==> src/rtl/lsir_pkg.sv <==
// Shared definitions for the link status indicator registry.
// Codes, colors, default sizes and the controller/datapath command and status types.
// No dependencies.
package lsir_pkg;

	localparam int LSIR_ENTRIES  = 8;
	localparam int LSIR_PROFILES = 5;
	localparam int STATUS_FIELDS = 5;

	localparam int CFG_IDX_W  = 1;
	localparam int CFG_DATA_W = 8;
	localparam logic [CFG_IDX_W-1:0] CFG_LOCAL_PIXEL_COUNT = 1'd0;
	localparam logic [CFG_IDX_W-1:0] CFG_REMOTE_PRESENT    = 1'd1;

	localparam logic [1:0] CMD_ON      = 2'd0;
	localparam logic [1:0] CMD_OFF     = 2'd1;
	localparam logic [1:0] CMD_CLEAR   = 2'd2;
	localparam logic [1:0] CMD_REPAINT = 2'd3;

	localparam logic [1:0] STATUS_OK        = 2'd0;
	localparam logic [1:0] STATUS_FULL      = 2'd1;
	localparam logic [1:0] STATUS_NO_REMOTE = 2'd2;

	localparam logic [2:0] SRC_USB = 3'd5;

	localparam logic [1:0] USB_POWERED = 2'd1;
	localparam logic [1:0] USB_HID     = 2'd2;
	localparam logic [1:0] LINK_PAIRED    = 2'd1;
	localparam logic [1:0] LINK_CONNECTED = 2'd2;

	localparam logic [23:0] COL_WHITE = 24'hffffff;
	localparam logic [23:0] COL_GREEN = 24'h00ff68;
	localparam logic [23:0] COL_RED   = 24'hff0000;
	localparam logic [23:0] COL_LILAC = 24'h6b1fce;

	// controller -> datapath
	typedef struct packed {
		logic in_ready;
		logic capture;
		logic idx_inc;
		logic scan_step;
		logic rd_en;
		logic note_match;
		logic load_bulk;
		logic load_single;
	} lsir_cmd_t;

	// datapath -> controller
	typedef struct packed {
		logic in_valid;
		logic out_free;
		logic bulk;
		logic active;
		logic match;
		logic at_end;
	} lsir_stat_t;

endpackage

==> src/rtl/lsir_req_if.sv <==
// Request channel: one command item with its link status snapshot.
// Depends on nothing.
interface lsir_req_if;
	logic        valid;
	logic        ready;
	logic [1:0]  command;
	logic [7:0]  position;
	logic [2:0]  link_source;
	logic [1:0]  usb_link;
	logic        active_transport;
	logic [2:0]  active_profile;
	logic [9:0]  profile_status;

	modport source (output valid, command, position, link_source, usb_link, active_transport,
		active_profile, profile_status, input ready);
	modport sink (input valid, command, position, link_source, usb_link, active_transport,
		active_profile, profile_status, output ready);
endinterface

==> src/rtl/lsir_rsp_if.sv <==
// Result channel: one pixel write item.
// Depends on nothing.
interface lsir_rsp_if;
	logic        valid;
	logic        ready;
	logic        pixel_write;
	logic        to_remote;
	logic [7:0]  pixel_index;
	logic        clear_pixel;
	logic [23:0] color;
	logic [1:0]  status;
	logic        last;

	modport source (output valid, pixel_write, to_remote, pixel_index, clear_pixel, color,
		status, last, input ready);
	modport sink (input valid, pixel_write, to_remote, pixel_index, clear_pixel, color,
		status, last, output ready);
endinterface

==> src/rtl/link_status_indicator_registry_core.sv <==
// Top level of the link status indicator registry.
// Depends on lsir_pkg, lsir_req_if, lsir_rsp_if, lsir_ctrl and lsir_dp.
//
// Channel   Dir  Handshake    Payload
// request   in   valid/ready  command, position, link_source, usb_link, active_transport,
//                             active_profile, profile_status
// result    out  valid/ready  pixel_write, to_remote, pixel_index, clear_pixel, color,
//                             status, last
// cfg       in   cfg_we       cfg_index (0 local pixel count, 1 remote present), cfg_data
//
// Sequencing: one item at a time. The table has a single read port and is walked one
// entry per step: a free slot takes a scan state, an active slot a scan and an eval
// state (read, then compare), plus an out state when a bulk walk emits it. On/off
// load their result in a final state and stop at a match.
// Reset: arst_n clears the active bits, the controller and the result valid; config
// goes to local pixel count 0, remote present 1. Entry contents are not reset.
// Stalls: a held result stops the walk at the next emit; a new item is taken
// while the last result of the previous one still waits in the result register.
module link_status_indicator_registry_core
	import lsir_pkg::*;
#(
	parameter int ENTRIES  = LSIR_ENTRIES,
	parameter int PROFILES = LSIR_PROFILES
) (
	input  logic                  clk,
	input  logic                  arst_n,
	input  logic                  cfg_we,
	input  logic [CFG_IDX_W-1:0]  cfg_index,
	input  logic [CFG_DATA_W-1:0] cfg_data,
	lsir_req_if.sink              request,
	lsir_rsp_if.source            result
);

	lsir_cmd_t  cmd;   // sequencer strobes
	lsir_stat_t stat;  // table and channel status

	lsir_ctrl u_ctrl (
		.clk    (clk),
		.arst_n (arst_n),
		.stat   (stat),
		.cmd    (cmd)
	);

	lsir_dp #(
		.ENTRIES  (ENTRIES),
		.PROFILES (PROFILES)
	) u_dp (
		.clk       (clk),
		.arst_n    (arst_n),
		.cfg_we    (cfg_we),
		.cfg_index (cfg_index),
		.cfg_data  (cfg_data),
		.request   (request),
		.result    (result),
		.cmd       (cmd),
		.stat      (stat)
	);

endmodule

==> src/rtl/lsir_ctrl.sv <==
// Sequencer for the indicator registry: walks the table one entry at a time.
// Depends on lsir_pkg (command and status structs).
module lsir_ctrl
	import lsir_pkg::*;
(
	input  logic       clk,
	input  logic       arst_n,
	input  lsir_stat_t stat,
	output lsir_cmd_t  cmd
);

	typedef enum logic [4:0] {
		ST_IDLE  = 5'b00001,
		ST_SCAN  = 5'b00010,
		ST_EVAL  = 5'b00100,
		ST_OUT   = 5'b01000,
		ST_FINAL = 5'b10000
	} lsir_state_t;

	lsir_state_t state_q, state_d;

	always_ff @(posedge clk or negedge arst_n) begin
		if (!arst_n) begin
			state_q <= ST_IDLE;
		end else begin
			state_q <= state_d;
		end
	end

	always_comb begin
		state_d = state_q;
		cmd     = '0;
		case (state_q)
			ST_IDLE: begin
				cmd.in_ready = 1'b1;
				if (stat.in_valid) begin
					cmd.capture = 1'b1;
					state_d     = ST_SCAN;
				end
			end
			ST_SCAN: begin
				if (stat.active) begin
					cmd.rd_en = 1'b1;
					state_d   = ST_EVAL;
				end else begin
					cmd.scan_step = 1'b1;
					if (stat.at_end) begin
						state_d = stat.bulk ? ST_IDLE : ST_FINAL;
					end else begin
						cmd.idx_inc = 1'b1;
					end
				end
			end
			ST_EVAL: begin
				if (stat.bulk) begin
					state_d = ST_OUT;
				end else if (stat.match) begin
					cmd.note_match = 1'b1;
					state_d        = ST_FINAL;
				end else if (stat.at_end) begin
					state_d = ST_FINAL;
				end else begin
					cmd.idx_inc = 1'b1;
					state_d     = ST_SCAN;
				end
			end
			ST_OUT: begin
				if (stat.out_free) begin
					cmd.load_bulk = 1'b1;
					if (stat.at_end) begin
						state_d = ST_IDLE;
					end else begin
						cmd.idx_inc = 1'b1;
						state_d     = ST_SCAN;
					end
				end
			end
			ST_FINAL: begin
				if (stat.out_free) begin
					cmd.load_single = 1'b1;
					state_d         = ST_IDLE;
				end
			end
			default: begin
				state_d = ST_IDLE;
			end
		endcase
	end

endmodule

==> src/rtl/lsir_dp.sv <==
// Datapath for the indicator registry: entry table, color ladder, strip routing,
// config registers and the result register. Depends on lsir_pkg and both channel interfaces.
module lsir_dp
	import lsir_pkg::*;
#(
	parameter int ENTRIES  = LSIR_ENTRIES,
	parameter int PROFILES = LSIR_PROFILES
) (
	input  logic                  clk,
	input  logic                  arst_n,
	input  logic                  cfg_we,
	input  logic [CFG_IDX_W-1:0]  cfg_index,
	input  logic [CFG_DATA_W-1:0] cfg_data,
	lsir_req_if.sink              request,
	lsir_rsp_if.source            result,
	input  lsir_cmd_t             cmd,
	output lsir_stat_t            stat
);

	localparam int IW = (ENTRIES > 1) ? $clog2(ENTRIES) : 1;

	// config
	logic [7:0] lpc_q;
	logic       rp_q;

	// captured item
	logic [1:0] cmd_q;
	logic [7:0] pos_q;
	logic [2:0] src_q;
	logic [1:0] usb_q;
	logic       trans_q;
	logic [2:0] actp_q;
	logic [9:0] pstat_q;

	// scan state
	logic [IW-1:0]      idx_q;
	logic [IW-1:0]      free_idx_q;
	logic [IW-1:0]      match_idx_q;
	logic               free_found_q;
	logic               match_found_q;
	logic [ENTRIES-1:0] active_q;

	// table storage: {position, source}
	logic [10:0] mem_q [ENTRIES];
	logic [10:0] rd_q;
	logic [7:0]  rd_pos;
	logic [2:0]  rd_src;
	logic        mem_we;

	// result register
	logic        out_valid_q;
	logic        pw_q, rem_q, clr_q, last_q;
	logic [7:0]  pidx_q;
	logic [23:0] col_q;
	logic [1:0]  st_q;

	logic               load;
	logic               out_free;
	logic [ENTRIES-1:0] above;
	logic [7:0]         em_pos;
	logic [2:0]         em_src;
	logic               em_clear, em_full, em_last;
	logic               em_pw, em_rem;
	logic [7:0]         em_idx;
	logic [23:0]        em_col;
	logic [1:0]         em_st;

	function automatic logic [23:0] pick_color(input logic [2:0] src);
		logic [1:0] st;
		logic [23:0] c;
		st = '0;
		if (src == SRC_USB) begin
			if (usb_q == USB_HID && !trans_q) c = COL_WHITE;
			else if (usb_q == USB_HID) c = COL_GREEN;
			else if (usb_q == USB_POWERED) c = COL_RED;
			else c = COL_LILAC;
		end else begin
			for (int k = 0; k < STATUS_FIELDS; k++) begin
				if (k < PROFILES && src == 3'(k)) st = pstat_q[2*k +: 2];
			end
			if (st == LINK_CONNECTED && trans_q && actp_q == src) c = COL_WHITE;
			else if (st == LINK_CONNECTED) c = COL_GREEN;
			else if (st == LINK_PAIRED) c = COL_RED;
			else c = COL_LILAC;
		end
		return c;
	endfunction

	assign rd_pos = rd_q[10:3];
	assign rd_src = rd_q[2:0];

	assign out_free = !out_valid_q || result.ready;
	assign load     = cmd.load_bulk || cmd.load_single;
	assign mem_we   = cmd.load_single && cmd_q == CMD_ON && !match_found_q && free_found_q;

	assign request.ready = cmd.in_ready;

	assign stat.in_valid = request.valid;
	assign stat.out_free = out_free;
	assign stat.bulk     = cmd_q[1];
	assign stat.active   = active_q[idx_q];
	assign stat.match    = rd_pos == pos_q && rd_src == src_q;
	assign stat.at_end   = idx_q == IW'(ENTRIES - 1);

	always_ff @(posedge clk or negedge arst_n) begin
		if (!arst_n) begin
			lpc_q <= '0;
			rp_q  <= 1'b1;
		end else if (cfg_we) begin
			case (cfg_index)
				CFG_LOCAL_PIXEL_COUNT: lpc_q <= cfg_data;
				CFG_REMOTE_PRESENT:    rp_q  <= cfg_data[0];
				default: ;
			endcase
		end
	end

	always_ff @(posedge clk) begin
		if (cmd.capture) begin
			cmd_q   <= request.command;
			pos_q   <= request.position;
			src_q   <= request.link_source;
			usb_q   <= request.usb_link;
			trans_q <= request.active_transport;
			actp_q  <= request.active_profile;
			pstat_q <= request.profile_status;
		end
	end

	always_ff @(posedge clk or negedge arst_n) begin
		if (!arst_n) begin
			idx_q         <= '0;
			free_idx_q    <= '0;
			match_idx_q   <= '0;
			free_found_q  <= 1'b0;
			match_found_q <= 1'b0;
			active_q      <= '0;
		end else begin
			if (cmd.capture) begin
				idx_q         <= '0;
				free_found_q  <= 1'b0;
				match_found_q <= 1'b0;
			end else if (cmd.idx_inc) begin
				idx_q <= idx_q + 1'b1;
			end
			if (cmd.scan_step && !free_found_q && !active_q[idx_q]) begin
				free_found_q <= 1'b1;
				free_idx_q   <= idx_q;
			end
			if (cmd.note_match) begin
				match_found_q <= 1'b1;
				match_idx_q   <= idx_q;
			end
			if (mem_we) begin
				active_q[free_idx_q] <= 1'b1;
			end
			if (cmd.load_single && cmd_q == CMD_OFF && match_found_q) begin
				active_q[match_idx_q] <= 1'b0;
			end
			if (cmd.load_bulk && cmd_q == CMD_CLEAR) begin
				active_q[idx_q] <= 1'b0;
			end
		end
	end

	always_ff @(posedge clk) begin
		if (mem_we) begin
			mem_q[free_idx_q] <= {pos_q, src_q};
		end
		if (cmd.rd_en) begin
			rd_q <= mem_q[idx_q];
		end
	end

	// any active entry past the current one
	always_comb begin
		for (int j = 0; j < ENTRIES; j++) begin
			above[j] = active_q[j] && (j > int'(idx_q));
		end
	end

	always_comb begin
		em_pos   = cmd.load_bulk ? rd_pos : pos_q;
		em_src   = cmd.load_bulk ? rd_src : src_q;
		em_clear = cmd_q == CMD_OFF || cmd_q == CMD_CLEAR;
		em_full  = cmd_q == CMD_ON && !match_found_q && !free_found_q;
		em_last  = cmd.load_single || ~|above;
		if (em_pos < lpc_q) begin
			em_pw  = 1'b1;
			em_rem = 1'b0;
			em_idx = em_pos;
			em_st  = STATUS_OK;
		end else begin
			em_pw  = rp_q;
			em_rem = 1'b1;
			em_idx = em_pos - lpc_q;
			em_st  = rp_q ? STATUS_OK : STATUS_NO_REMOTE;
		end
		em_col = em_clear ? 24'd0 : pick_color(em_src);
		if (cmd.load_single && em_full) begin
			em_pw    = 1'b0;
			em_rem   = 1'b0;
			em_idx   = '0;
			em_clear = 1'b0;
			em_col   = '0;
			em_st    = STATUS_FULL;
		end
	end

	always_ff @(posedge clk or negedge arst_n) begin
		if (!arst_n) begin
			out_valid_q <= 1'b0;
		end else if (load) begin
			out_valid_q <= 1'b1;
		end else if (result.ready) begin
			out_valid_q <= 1'b0;
		end
	end

	always_ff @(posedge clk) begin
		if (load) begin
			pw_q   <= em_pw;
			rem_q  <= em_rem;
			pidx_q <= em_idx;
			clr_q  <= em_clear;
			col_q  <= em_col;
			st_q   <= em_st;
			last_q <= em_last;
		end
	end

	assign result.valid       = out_valid_q;
	assign result.pixel_write = pw_q;
	assign result.to_remote   = rem_q;
	assign result.pixel_index = pidx_q;
	assign result.clear_pixel = clr_q;
	assign result.color       = col_q;
	assign result.status      = st_q;
	assign result.last        = last_q;

endmodule
==> src/flat_wrapper.sv <==
// flat-port wrapper written by rule: the top's interface ports become plain ports
module link_status_indicator_registry_core_flat import lsir_pkg::*;
#(
	parameter int ENTRIES  = LSIR_ENTRIES,
	parameter int PROFILES = LSIR_PROFILES
)
  (clk, arst_n, cfg_we, cfg_index, cfg_data, request_valid, request_command, request_position, request_link_source, request_usb_link, request_active_transport, request_active_profile, request_profile_status, request_ready, result_valid, result_pixel_write, result_to_remote, result_pixel_index, result_clear_pixel, result_color, result_status, result_last, result_ready);
  lsir_req_if request_i ();
  lsir_rsp_if result_i ();
  input  logic clk;
  input  logic arst_n;
  input  logic cfg_we;
  input  logic [CFG_IDX_W-1:0] cfg_index;
  input  logic [CFG_DATA_W-1:0] cfg_data;
  input wire logic [$bits(request_i.valid)-1:0] request_valid;
  input wire logic [$bits(request_i.command)-1:0] request_command;
  input wire logic [$bits(request_i.position)-1:0] request_position;
  input wire logic [$bits(request_i.link_source)-1:0] request_link_source;
  input wire logic [$bits(request_i.usb_link)-1:0] request_usb_link;
  input wire logic [$bits(request_i.active_transport)-1:0] request_active_transport;
  input wire logic [$bits(request_i.active_profile)-1:0] request_active_profile;
  input wire logic [$bits(request_i.profile_status)-1:0] request_profile_status;
  output wire logic [$bits(request_i.ready)-1:0] request_ready;
  output wire logic [$bits(result_i.valid)-1:0] result_valid;
  output wire logic [$bits(result_i.pixel_write)-1:0] result_pixel_write;
  output wire logic [$bits(result_i.to_remote)-1:0] result_to_remote;
  output wire logic [$bits(result_i.pixel_index)-1:0] result_pixel_index;
  output wire logic [$bits(result_i.clear_pixel)-1:0] result_clear_pixel;
  output wire logic [$bits(result_i.color)-1:0] result_color;
  output wire logic [$bits(result_i.status)-1:0] result_status;
  output wire logic [$bits(result_i.last)-1:0] result_last;
  input wire logic [$bits(result_i.ready)-1:0] result_ready;
  assign request_i.valid = request_valid;
  assign request_i.command = request_command;
  assign request_i.position = request_position;
  assign request_i.link_source = request_link_source;
  assign request_i.usb_link = request_usb_link;
  assign request_i.active_transport = request_active_transport;
  assign request_i.active_profile = request_active_profile;
  assign request_i.profile_status = request_profile_status;
  assign request_ready = request_i.ready;
  assign result_valid = result_i.valid;
  assign result_pixel_write = result_i.pixel_write;
  assign result_to_remote = result_i.to_remote;
  assign result_pixel_index = result_i.pixel_index;
  assign result_clear_pixel = result_i.clear_pixel;
  assign result_color = result_i.color;
  assign result_status = result_i.status;
  assign result_last = result_i.last;
  assign result_i.ready = result_ready;
  link_status_indicator_registry_core #(.ENTRIES(ENTRIES), .PROFILES(PROFILES)) u_core (.clk(clk), .arst_n(arst_n), .cfg_we(cfg_we), .cfg_index(cfg_index), .cfg_data(cfg_data), .request(request_i), .result(result_i));
endmodule
==> config.mk <==
export PLATFORM = sky130hd
export DESIGN_NAME = link_status_indicator_registry_core_flat
export DESIGN_NICKNAME = d
export VERILOG_FILES = /design/src/rtl/lsir_pkg.sv /design/src/rtl/lsir_req_if.sv /design/src/rtl/lsir_rsp_if.sv /design/src/rtl/link_status_indicator_registry_core.sv /design/src/rtl/lsir_ctrl.sv /design/src/rtl/lsir_dp.sv /design/src/flat_wrapper.sv
export SDC_FILE = /design/constraint.sdc
export NUM_CORES = 1
export LEC_CHECK = 0
export BUFFER_PORTS_ARGS = -buffer_cell sky130_fd_sc_hd__buf_2
export CAP_MARGIN = 20
export CORE_AREA = 3 3 123 125
export DETAILED_ROUTE_END_ITERATION = 10
export DIE_AREA = 0 0 126 128
export HOLD_SLACK_MARGIN = 0.1
export MAX_ROUTING_LAYER = met4
export PLACE_DENSITY = 0.75
export SLEW_MARGIN = 25
export SYNTH_ARGS = -nofsm -noshare
export SYNTH_HDL_FRONTEND = slang
export SYNTH_SLANG_ARGS = --single-unit
export TNS_END_PERCENT = 100
==> constraint.sdc <==
create_clock -name clk -period 12 [get_ports clk]
set_input_delay 1.2 -clock clk [delete_from_list [all_inputs] [get_ports clk]]
set_output_delay 1.2 -clock clk [all_outputs]
set_load 0.02 [all_outputs]
# [Yosys cells after proc, flatten, opt, wreduce, memory -nomap -nowiden]
# Memories as Yosys holds them, arrays and structs flattened. A register that Yosys moved wholly into a read port is not among the register bits.
# Cells that the tools add are included.
# W data, S select, Z words.
[word_totals] ram_bits=88 register_bits=101 in_bits=43 out_inout_bits=40 mem_count=1
[memory_table] memory="u_core.u_dp.mem_q" depth=8 word_bits=11 rd=1 rd_ports_with_merged_regs=1 wr=1 line_no="lsir_dp.sv:44" text="logic [10:0] mem_q [ENTRIES];"
[classes] add_sub_neg=2 order_cmp=14 n_bitwise=6 n_mux=67 n_eq_ne=24 n_reduce_logical=47
[op_table] cell="$mux W24" count=7
[op_table] cell="$mux W5" count=9
[op_table] cell="$mux W8" count=5
[op_table] cell="$mux W1" count=26
[op_table] cell="$logic_and A1 B1 Y1" count=25
[op_table] cell="$pmux W5 S5" count=1
[op_table] cell="$mux W2" count=11
[op_table] cell="$and A8 B8 Y8" count=2
[op_table] cell="$not A8 Y8" count=2
[op_table] cell="$gt A3 B3 Y1 const A" count=4
[op_table] cell="$lt A3 B4 Y1 const B" count=3
[op_table] cell="$demux W1 S3" count=3
[op_table] cell="$eq A3 B3 Y1 const B" count=3
[op_table] cell="$ge A3 B1 Y1 const B" count=3
[op_table] cell="$mux W3" count=3
[op_table] cell="$eq A8 B8 Y1" count=1
[op_table] cell="$lt A8 B8 Y1" count=1
[op_table] cell="$or A8 B8 Y8" count=1
[op_table] cell="$reduce_bool A2 Y1" count=4
[op_table] cell="$sub A8 B8 Y8" count=1
[op_table] cell="$reduce_or A7 Y1" count=1
[op_table] cell="$eq A2 B1 Y1 const B" count=3
[op_table] cell="$eq A2 B2 Y1 const B" count=3
[op_table] cell="$eq A3 B2 Y1 const B" count=2
[op_table] cell="22 further kinds" count=36

# [Logic depth before layout (Yosys ltp)]
# Gate-level depths: netlist of the first run.
[logic_depth] depth_word=17 depth_mapped=15 mapped_depth_nobuf=12

# [Modules after synthesis]
# A second synthesis of the first run with hierarchy kept.
[unflattened] hier_cells=628 area_unflattened_um2=8386.8
[by_module_without_submodules] mod="lsir_dp" area_each_um2=7982.7 cells_each=575 n_inst=1
[by_module_without_submodules] mod="lsir_ctrl" area_each_um2=404.1 cells_each=53 n_inst=1

# [Worst setup path before layout of the first run]
# No wires, ideal clock.
[synth_timing] path_kind="input to register" start="input result_ready" end="register u_core.u_dp.pidx_q[3], in the netlist u_core.u_dp.result.pixel_index[3] (data pin)" path_stages=15 n_path_buf=4 setup_slack_ns=7.394 setup_ns=0.266 t_arrival_ns=4.340 cell_sequence="nand2b_1 -> clkbuf_1 -> nand3_1 -> buf_2 -> buf_1 -> mux2i_1 -> ha_1 -> inv_1 -> fa_1 -> a21oi_1 -> o22ai_1 -> o41ai_1 -> buf_2 -> mux2i_1 -> nor2_1"
[synth_via] elab_chain_len=6
[synth_lines] item="start: declaration" line_no="flat_wrapper.sv:32" text="input wire logic [$bits(result_i.ready)-1:0] result_ready;"
[synth_lines] item="$logic_or A1 B1 Y1 *" line_no="lsir_dp.sv:92" text="assign out_free = !out_valid_q || result.ready;"
[synth_lines] item="$mux W1 *" line_no="lsir_ctrl.sv:68, lsir_ctrl.sv:79"
[synth_lines] item="$mux W1" line_no="lsir_ctrl.sv:33" text="case (state_q)"
[synth_lines] item="$mux W8" line_no="lsir_dp.sv:183" text="em_pos = cmd.load_bulk ? rd_pos : pos_q;"
[synth_lines] item="$sub A8 B8 Y8 / $lt A8 B8 Y1 (equally long branches)" line_no="lsir_dp.sv:196, lsir_dp.sv:188"
[synth_lines] item="$mux W8" line_no="lsir_dp.sv:188" text="if (em_pos < lpc_q) begin"
[synth_lines] item="end signal: assignment" line_no="lsir_dp.sv:224" text="pidx_q <= em_idx;"
[synth_lines] item="end: declaration" line_no="lsir_dp.sv:53" text="logic [7:0] pidx_q;"
# Mark *: on every way between the ends. The rest lies on a longest branch, timed or not.
# A chain may end at the register's enable or synchronous reset.

# [Worst setup path after layout of the first run]
[layout_timing] start="input result_ready" end="register u_core.u_dp.pidx_q[4], in the netlist u_core.u_dp.result.pixel_index[4] (data pin)"
# The elaborated chain is that of the path after synthesis.

==> flow_summary_export.csv, run 1 <==
group,metric,value,unit
cts,cts_buffer_depth,2,
synth,yosysTopAreaCellShare,0.5477,
power_and_ir_drop,power_density,185.1,nW/um2
critical_path,critical-path-max-stage-delay,0.70,ns
critical_path,crit_top_cell,"mux2i_1",
floorplan,fp.dieArea,16130,um2
critical_path,rrSetupSlack,7.66,ns
critical_path,critical_path.max_fanout,20,
floorplan,initial_core_util,0.5801,
min_path,holdPathEnd,"u_core.u_dp.active_q[0]$_DFF_PN0_",
place,preCtsSetupSlack,7.029,ns
synth,synthCells,618,
place,gp_congestion,0.8948,
finish,fillers,1035,
cts,worstSkewPairLatency,0.43,ns
synth,yosysSeqAreaShare,0.6529,
min_path,min-delay-start,"u_core.u_dp.active_q[0]$_DFF_PN0_",
power_and_ir_drop,vdd_drop_max,0.1438,mV
finish,nets,749,
synth,synth_cell_types,64,
place,place_area,8635,um2
floorplan,rows,43,
finish,seq_area,5298,um2
min_path,min_path_cells,1,
critical_path,r2r_start,"u_core.u_ctrl.state_q[2]$_DFFE_PN0P_",
finish,fin_area,9208,um2
synth,yosysWarnings,0,
grt,grt_pass1_wl,27330,um
critical_path,setup.worst_path.class,"in2reg",
power_and_ir_drop,power_frac_comb,0.209,
floorplan,die_w,126,um
grt,grt_overflow,0,
timing,fmax,217.1,MHz
cts,ctsHoldBuffers,0,
critical_path,cpLargestDelayFamily,"compound AO/OA/AOI/OAI gates",
floorplan,core,13990,um2
route,wire_per_inst,19.96,um
floorplan,die_h,128,um
route,dr.pass1.iters,5,
finish,antenna_cells,0,
cts,cts_tree,"built",
critical_path,r2r_cells,11,
status,outcome,"finished clean",
floorplan,io-pin-count,83,
route,routed_via_density,6.076,
cts,numCtsBuffers,17,
synth,synthArstFlopShare,0.1868,
cts,numClockSinks,182,
cts,htree_levels,4,
synth,synth_area,8114,um2
grt,grt_usage,0.2303,
critical_path,cp.depth,12,
power_and_ir_drop,p_int,1.203,mW
route,drtAntennaViolNets,0,
finish,syn_to_final_growth,13.48,%
power_and_ir_drop,totalPowerFinal,1.705,mW
route,route.vias.total,5341,
timing,slew_viol_final,0,
place,io_buffers,82,
timing,finalHoldViolCount,0,
grt,grt_pass1_vias,5143,
critical_path,crit_chain,"buf_2 > nand2b_1 > nand3_1 > mux2i_1 > ha_1 > inv_1 > fa_1 > a21oi_1 > o22ai_1 > o41ai_4 > mux2i_1 > nor2_1",
synth,synth_ff_type,"edfxtp_1",
power_and_ir_drop,clock_power_share,0.311,
route,totalWireLength,17550,um
power_and_ir_drop,p_leak,3.417,nW
timing,finClkSkew,0.006243,ns
critical_path,endpoint_kind,"flop",
min_path,hold_path_class,"reg2reg",
critical_path,crit_required,12.14,ns
synth,synth_common_cells,"edfxtp_1 (148), nand2_1 (54), a22oi_1 (47)",
timing,timing.setup.tns,0,ns
power_and_ir_drop,p_seq_frac,0.480,
timing,period_needed,4.605,ns
cts,clk_pin_slew,0.06,ns
finish,drive_gt1_frac,0.2103,
critical_path,worstPathArrival,4.75,ns
timing,max_slew_margin,0.2827,
place,dpl.hpwl,11870,um
timing,worst_slack,7.395,ns
grt,antenna_found_initial,0,
synth,synth-seq-cells,182,
synth,synth.most_common_cell,"edfxtp_1",
synth,ys_top_cells_by_area,"edfxtp_1 (55%), dfrtp_1 (9.9%), a22oi_1 (4.3%)",
power_and_ir_drop,p_sw,502.0,uW
power_and_ir_drop,switching_share,0.2945,
timing,setup_violations,0,
finish,multiInputGateArea,2560,um2
synth,syn_avg_cell_area,13.13,um2
grt,grt_max_degree,35,
job,maxCapViolations,0,
route,drt_iter0_markers,679,
timing,worstMarginPinSlew,1.070,ns
synth,synth_edf_count,148,
synth,synth_nets,679,
cts,cts_resized,0,
critical_path,path_buf_inv,2,
critical_path,cp_slowest_cell,"o41ai_4",
critical_path,cp-start-kind,"primary input",
timing,fin_crit_sh,0.3838,
cts,cts_setup_buffers,0,
synth,synth_top_area_cell,"edfxtp_1",
route,route.detailed.drc,0,
critical_path,r2r-end,"u_core.u_dp.result.pixel_index[4]$_SDFFCE_PP0P_",
timing,rsz0062_at_grt,"false",
cts,cts-root-buf,"clkbuf_16",
## worst reg2reg max path: cells and delay by family (launching register included)
family | cells | cell delay (ns)
DFF | 1 | 0.49
AOI/OAI and AO/OA | 3 | 1.09
muxes | 2 | 0.75
and+or+nand+nor | 3 | 1.06
buffers and inverters | 1 | 0.06
adders and majority gates | 2 | 0.61
## registers in the layout, summed over array words and instances, names as in the netlist, 3 cells and up
register                        flops
u_core.u_dp.free_idx_q              3
u_core.u_dp.rd_q                   11
u_core.u_ctrl.state_q               5
u_core.u_dp.actp_q                  3
u_core.u_dp.pos_q                   8
u_core.u_dp.mem_q                  88
u_core.u_dp.result.color            6
u_core.u_dp.src_q                   3
u_core.u_dp.lpc_q                   8
u_core.u_dp.result.pixel_index      8
u_core.u_dp.pstat_q                10
u_core.u_dp.active_q                8
u_core.u_dp.match_idx_q             3
u_core.u_dp.idx_q                   3
## through the flow
step	utilization	cells	hold WS (ns)
after global routing	0.6582	879	0.5372
after detailed placement	0.6173	849	0.4940
final	0.6582	879	0.5029
after floorplan	-	618	0.4634
after CTS	0.6573	879	0.5081
after global placement	0.6157	849	0.4782
## layout by cell type (no fill, tap or decap), types with 3 or more instances in the layout
master,count
or2_2,3
nor2b_1,18
xnor2_1,9
nand3b_1,6
edfxtp_1,148
and3_1,5
clkbuf_16,17
buf_4,9
o21a_1,7
o21ai_0,22
xor2_1,9
mux2_2,7
nand2b_1,8
a21oi_1,15
inv_6,3
nor3_1,7
o2111ai_1,4
dfrtp_1,32
nand3_1,7
a21o_1,3
ha_1,17
nand2_1,54
or3_1,3
nand4_1,16
a221oi_1,5
nor2_1,36
nor2_2,3
nor3b_1,3
a22oi_1,47
a32oi_1,3
nor3_4,3
inv_1,23
mux2i_1,14
buf_2,82
## final cells by class
| class | instances | area share |
|---|---|---|
| clock buffer | 19 | 0.04702 |
| clock inverter | 11 | 0.01386 |
| inverter | 23 | 0.009376 |
| multi-input combinational | 373 | 0.2780 |
| sequential | 182 | 0.5753 |
| tap | 180 | 0.02446 |
| timing repair buffer | 91 | 0.05191 |
## layer usage
metal  routed length [um]  share of wire  GRT usage
met4                  433          0.025    0.08644
met5                    0              0          -
met2                 8352           0.48     0.3565
met1                 7217           0.41     0.3005
met3                 1542          0.088    0.05417
## power by group through the flow
stage | Sequential (mW) | Clock, mW | Combinational, mW
after floorplan | 0.799 | 0 | 0.258
after global placement | 0.824 | 0 | 0.331
after detailed placement | 0.829 | 0 | 0.348
after CTS | 0.816 | 0.536 | 0.352
after global routing | 0.824 | 0.567 | 0.391
final | 0.818 | 0.530 | 0.357
## how the worst max path moves through the flow
stage                       startpoint                                         endpoint  slack (ns)
after floorplan           result_ready  u_core.u_dp.result.pixel_index[3]$_SDFFCE_PP0P_        7.39
after global placement    result_ready  u_core.u_dp.result.pixel_index[2]$_SDFFCE_PP0P_        6.87
after detailed placement  result_ready  u_core.u_dp.result.pixel_index[4]$_SDFFCE_PP0P_        7.03
after CTS                 result_ready  u_core.u_dp.result.pixel_index[4]$_SDFFCE_PP0P_        7.47
after global routing      result_ready  u_core.u_dp.result.pixel_index[3]$_SDFFCE_PP0P_        7.17
final                     result_ready  u_core.u_dp.result.pixel_index[4]$_SDFFCE_PP0P_        7.39
## kinds of logic (layout without fill, tap and decap cells)
group                    count (synthesis)  after routing  share of synthesized area
AO/OA/AOI/OAI                          131            131                     0.1140
AND/OR/NAND/NOR                        184            184                     0.1160
multiplexers                            22             22                    0.02976
XOR/XNOR                                18             18                    0.01943
flip-flops                             182            182                     0.6529
buffers and inverters                   63            144                    0.03932
adder cells (fa/ha/maj)                 18             18                    0.02868
Power figures use the tool's default switching activity.
==> run 2, diff against run 1 <==
clock period = 4.25 ns   (was 12 ns; I/O delays follow)
==> run 2 against run 1 <==
Wire length down 1.9%. Via count rose by 0.86%. Sequential share of layout area fell by 0.062 points. Total power grew to 2.8 times the previous value. Global-route usage decreased by 0.48 points. Flip-flop and latch count stayed put. Sequential power grew to 2.8 times the previous value. Setup slack lost 7.1 ns. Final area grew 0.11%. Clock-buffer cell count down 1. Critical path type is now reg2reg. Largest power group unchanged.
==> flow_summary_export.csv, run 2 (synthesized netlist as in run 1, its figures left out) <==
group,metric,value,unit
timing,slew_viol_final,0,
floorplan,initial_core_util,0.5801,
critical_path,critical-path-max-stage-delay,0.48,ns
route,routed_via_density,6.087,
timing,worstMarginPinSlew,1.073,ns
power_and_ir_drop,power_frac_comb,0.208,
grt,antenna_found_initial,0,
route,drt_iter0_markers,649,
power_and_ir_drop,p_leak,3.433,nW
power_and_ir_drop,p_seq_frac,0.486,
min_path,min-delay-start,"request_position[5]",
finish,syn_to_final_growth,13.60,%
critical_path,cp.depth,11,
power_and_ir_drop,p_sw,1.408,mW
floorplan,die_h,128,um
critical_path,r2r_cells,11,
place,dpl.hpwl,11510,um
critical_path,cpLargestDelayFamily,"simple AND/OR/NAND/NOR gates",
cts,cts_tree,"built",
cts,numClockSinks,182,
finish,drive_gt1_frac,0.2128,
timing,setup_violations,0,
timing,fin_crit_sh,0.9220,
cts,clk_pin_slew,0.07,ns
grt,grt_pass1_wl,27020,um
finish,final_cell_mix,"edfxtp_1 (148), buf_2 (82), nand2_1 (54), a22oi_1 (47), nor2_1 (37)",
cts,cts-root-buf,"clkbuf_16",
critical_path,cp_slowest_cell,"dfrtp_1",
timing,finalHoldViolCount,0,
power_and_ir_drop,power_density,515.9,nW/um2
finish,nets,753,
timing,finClkSkew,0.009125,ns
job,maxCapViolations,0,
critical_path,setup.worst_path.class,"reg2reg",
timing,max_slew_margin,0.2809,
timing,timing.setup.tns,0,ns
critical_path,worstPathArrival,4.19,ns
cts,numCtsBuffers,17,
critical_path,path_buf_inv,1,
status,outcome,"finished clean",
critical_path,crit_required,4.52,ns
grt,grt_overflow,0,
finish,largest_reg_flops,88,
critical_path,startpoint,"u_core.u_ctrl.state_q[2]$_DFFE_PN0P_",
power_and_ir_drop,p_int,3.348,mW
power_and_ir_drop,clock_power_share,0.307,
floorplan,rows,43,
grt,grt_usage,0.2254,
power_and_ir_drop,vdd_drop_max,0.3961,mV
route,dr.pass1.iters,5,
finish,layout.cells.most_common,"edfxtp_1",
cts,htree_levels,4,
min_path,min_path_cells,1,
timing,rsz0062_at_grt,"false",
power_and_ir_drop,totalPowerFinal,4.755,mW
finish,antenna_cells,0,
critical_path,cp-start-kind,"flop",
grt,grt_pass1_vias,5131,
min_path,hold_path_class,"in2reg",
place,gp_congestion,0.8836,
cts,worstSkewPairLatency,0.43,ns
grt,grt_max_degree,35,
route,route.vias.total,5387,
route,drtAntennaViolNets,0,
cts,cts_buffer_depth,2,
critical_path,crit_chain,"nor3_4 > nand3_1 > buf_4 > a21oi_1 > nor3b_1 > a221o_1 > ha_1 > o2111ai_1 > a311o_1 > or4_4 > o21ai_0",
route,route.detailed.drc,0,
critical_path,endpoint_kind,"flop",
floorplan,die_w,126,um
power_and_ir_drop,switching_share,0.2960,
finish,largest_register,"u_core.u_dp.mem_q",
timing,period_needed,3.919,ns
place,io_buffers,82,
route,wire_per_inst,19.45,um
finish,reg.largest.list,"u_core.u_dp.mem_q: 88 flops, u_core.u_dp.rd_q: 11 flops, u_core.u_dp.pstat_q: 10 flops",
floorplan,fp.dieArea,16130,um2
timing,fmax,255.2,MHz
route,totalWireLength,17210,um
critical_path,r2r_start,"u_core.u_ctrl.state_q[2]$_DFFE_PN0P_",
critical_path,critical_path.max_fanout,11,
floorplan,io-pin-count,83,
floorplan,core,13990,um2
==> run 2: repair_timing <==
item / 4_1_cts / 5_1_grt
setup buffers: 0 / 0
resized for setup: 0 / 0
hold endpoints to repair: 14 / 0
hold buffers: 1 / 0
==> run 2: layout make-up <==
class                      instances  area, um2
clock buffer                      18      429.2
clock inverter                    14      122.6
fill                            1033       4771
inverter                          23      86.33
multi-input combinational        373       2546
sequential                       182       5298
tap                              180      225.2
timing repair buffer              95      510.5
==> run 2: routing by layer <==
layer,track usage,up-vias,wire length [um],share of wire
met1,0.2913,2624,7137,0.41
li1,-,2465,-,-
met2,0.3546,260,8290,0.48
met5,-,-,0,0
met4,0.06940,0,299,0.017
met3,0.06042,38,1487,0.086
==> run 2: worst paths after layout <==
check	endpoint	slack, ns
max	u_core.u_dp.result.color[7]$_SDFFCE_PP0P_	0.33
min	u_core.u_dp.pos_q[5]$_DFFE_PP_	0.17
max reg2reg	u_core.u_dp.result.color[7]$_SDFFCE_PP0P_	0.33
min reg2reg	u_core.u_dp.active_q[0]$_DFF_PN0_	0.50
max in group asynchronous	u_core.u_dp.free_idx_q[2]$_DFFE_PN0P_	3.12
min in group asynchronous	u_core.u_dp.lpc_q[7]$_DFFE_PN0P_	0.62
==> run 2: metrics by stage <==
step                  util  area (um2)  hold slack [ns]  cells  setup WS, ns
floorplan                -        8114           0.1294    618        0.4195
global placement    0.6173        8635           0.4824    852        0.6678
detailed placement  0.6177        8641           0.4861    852        0.4514
CTS                 0.6579        9203           0.1506    885        0.3667
global route        0.6589        9218           0.1450    885        0.1186
finish              0.6589        9218           0.1665    885        0.3315
==> run 2: power by group through the flow <==
| stage | combinational, mW | clock, mW | sequential (mW) |
|---|---|---|---|
| after CTS | 0.974 | 1.48 | 2.30 |
| after detailed placement | 0.965 | 0 | 2.34 |
| after floorplan | 0.729 | 0 | 2.26 |
| final | 0.987 | 1.46 | 2.31 |
| after global routing | 1.10 | 1.57 | 2.33 |
| after global placement | 0.933 | 0 | 2.33 |
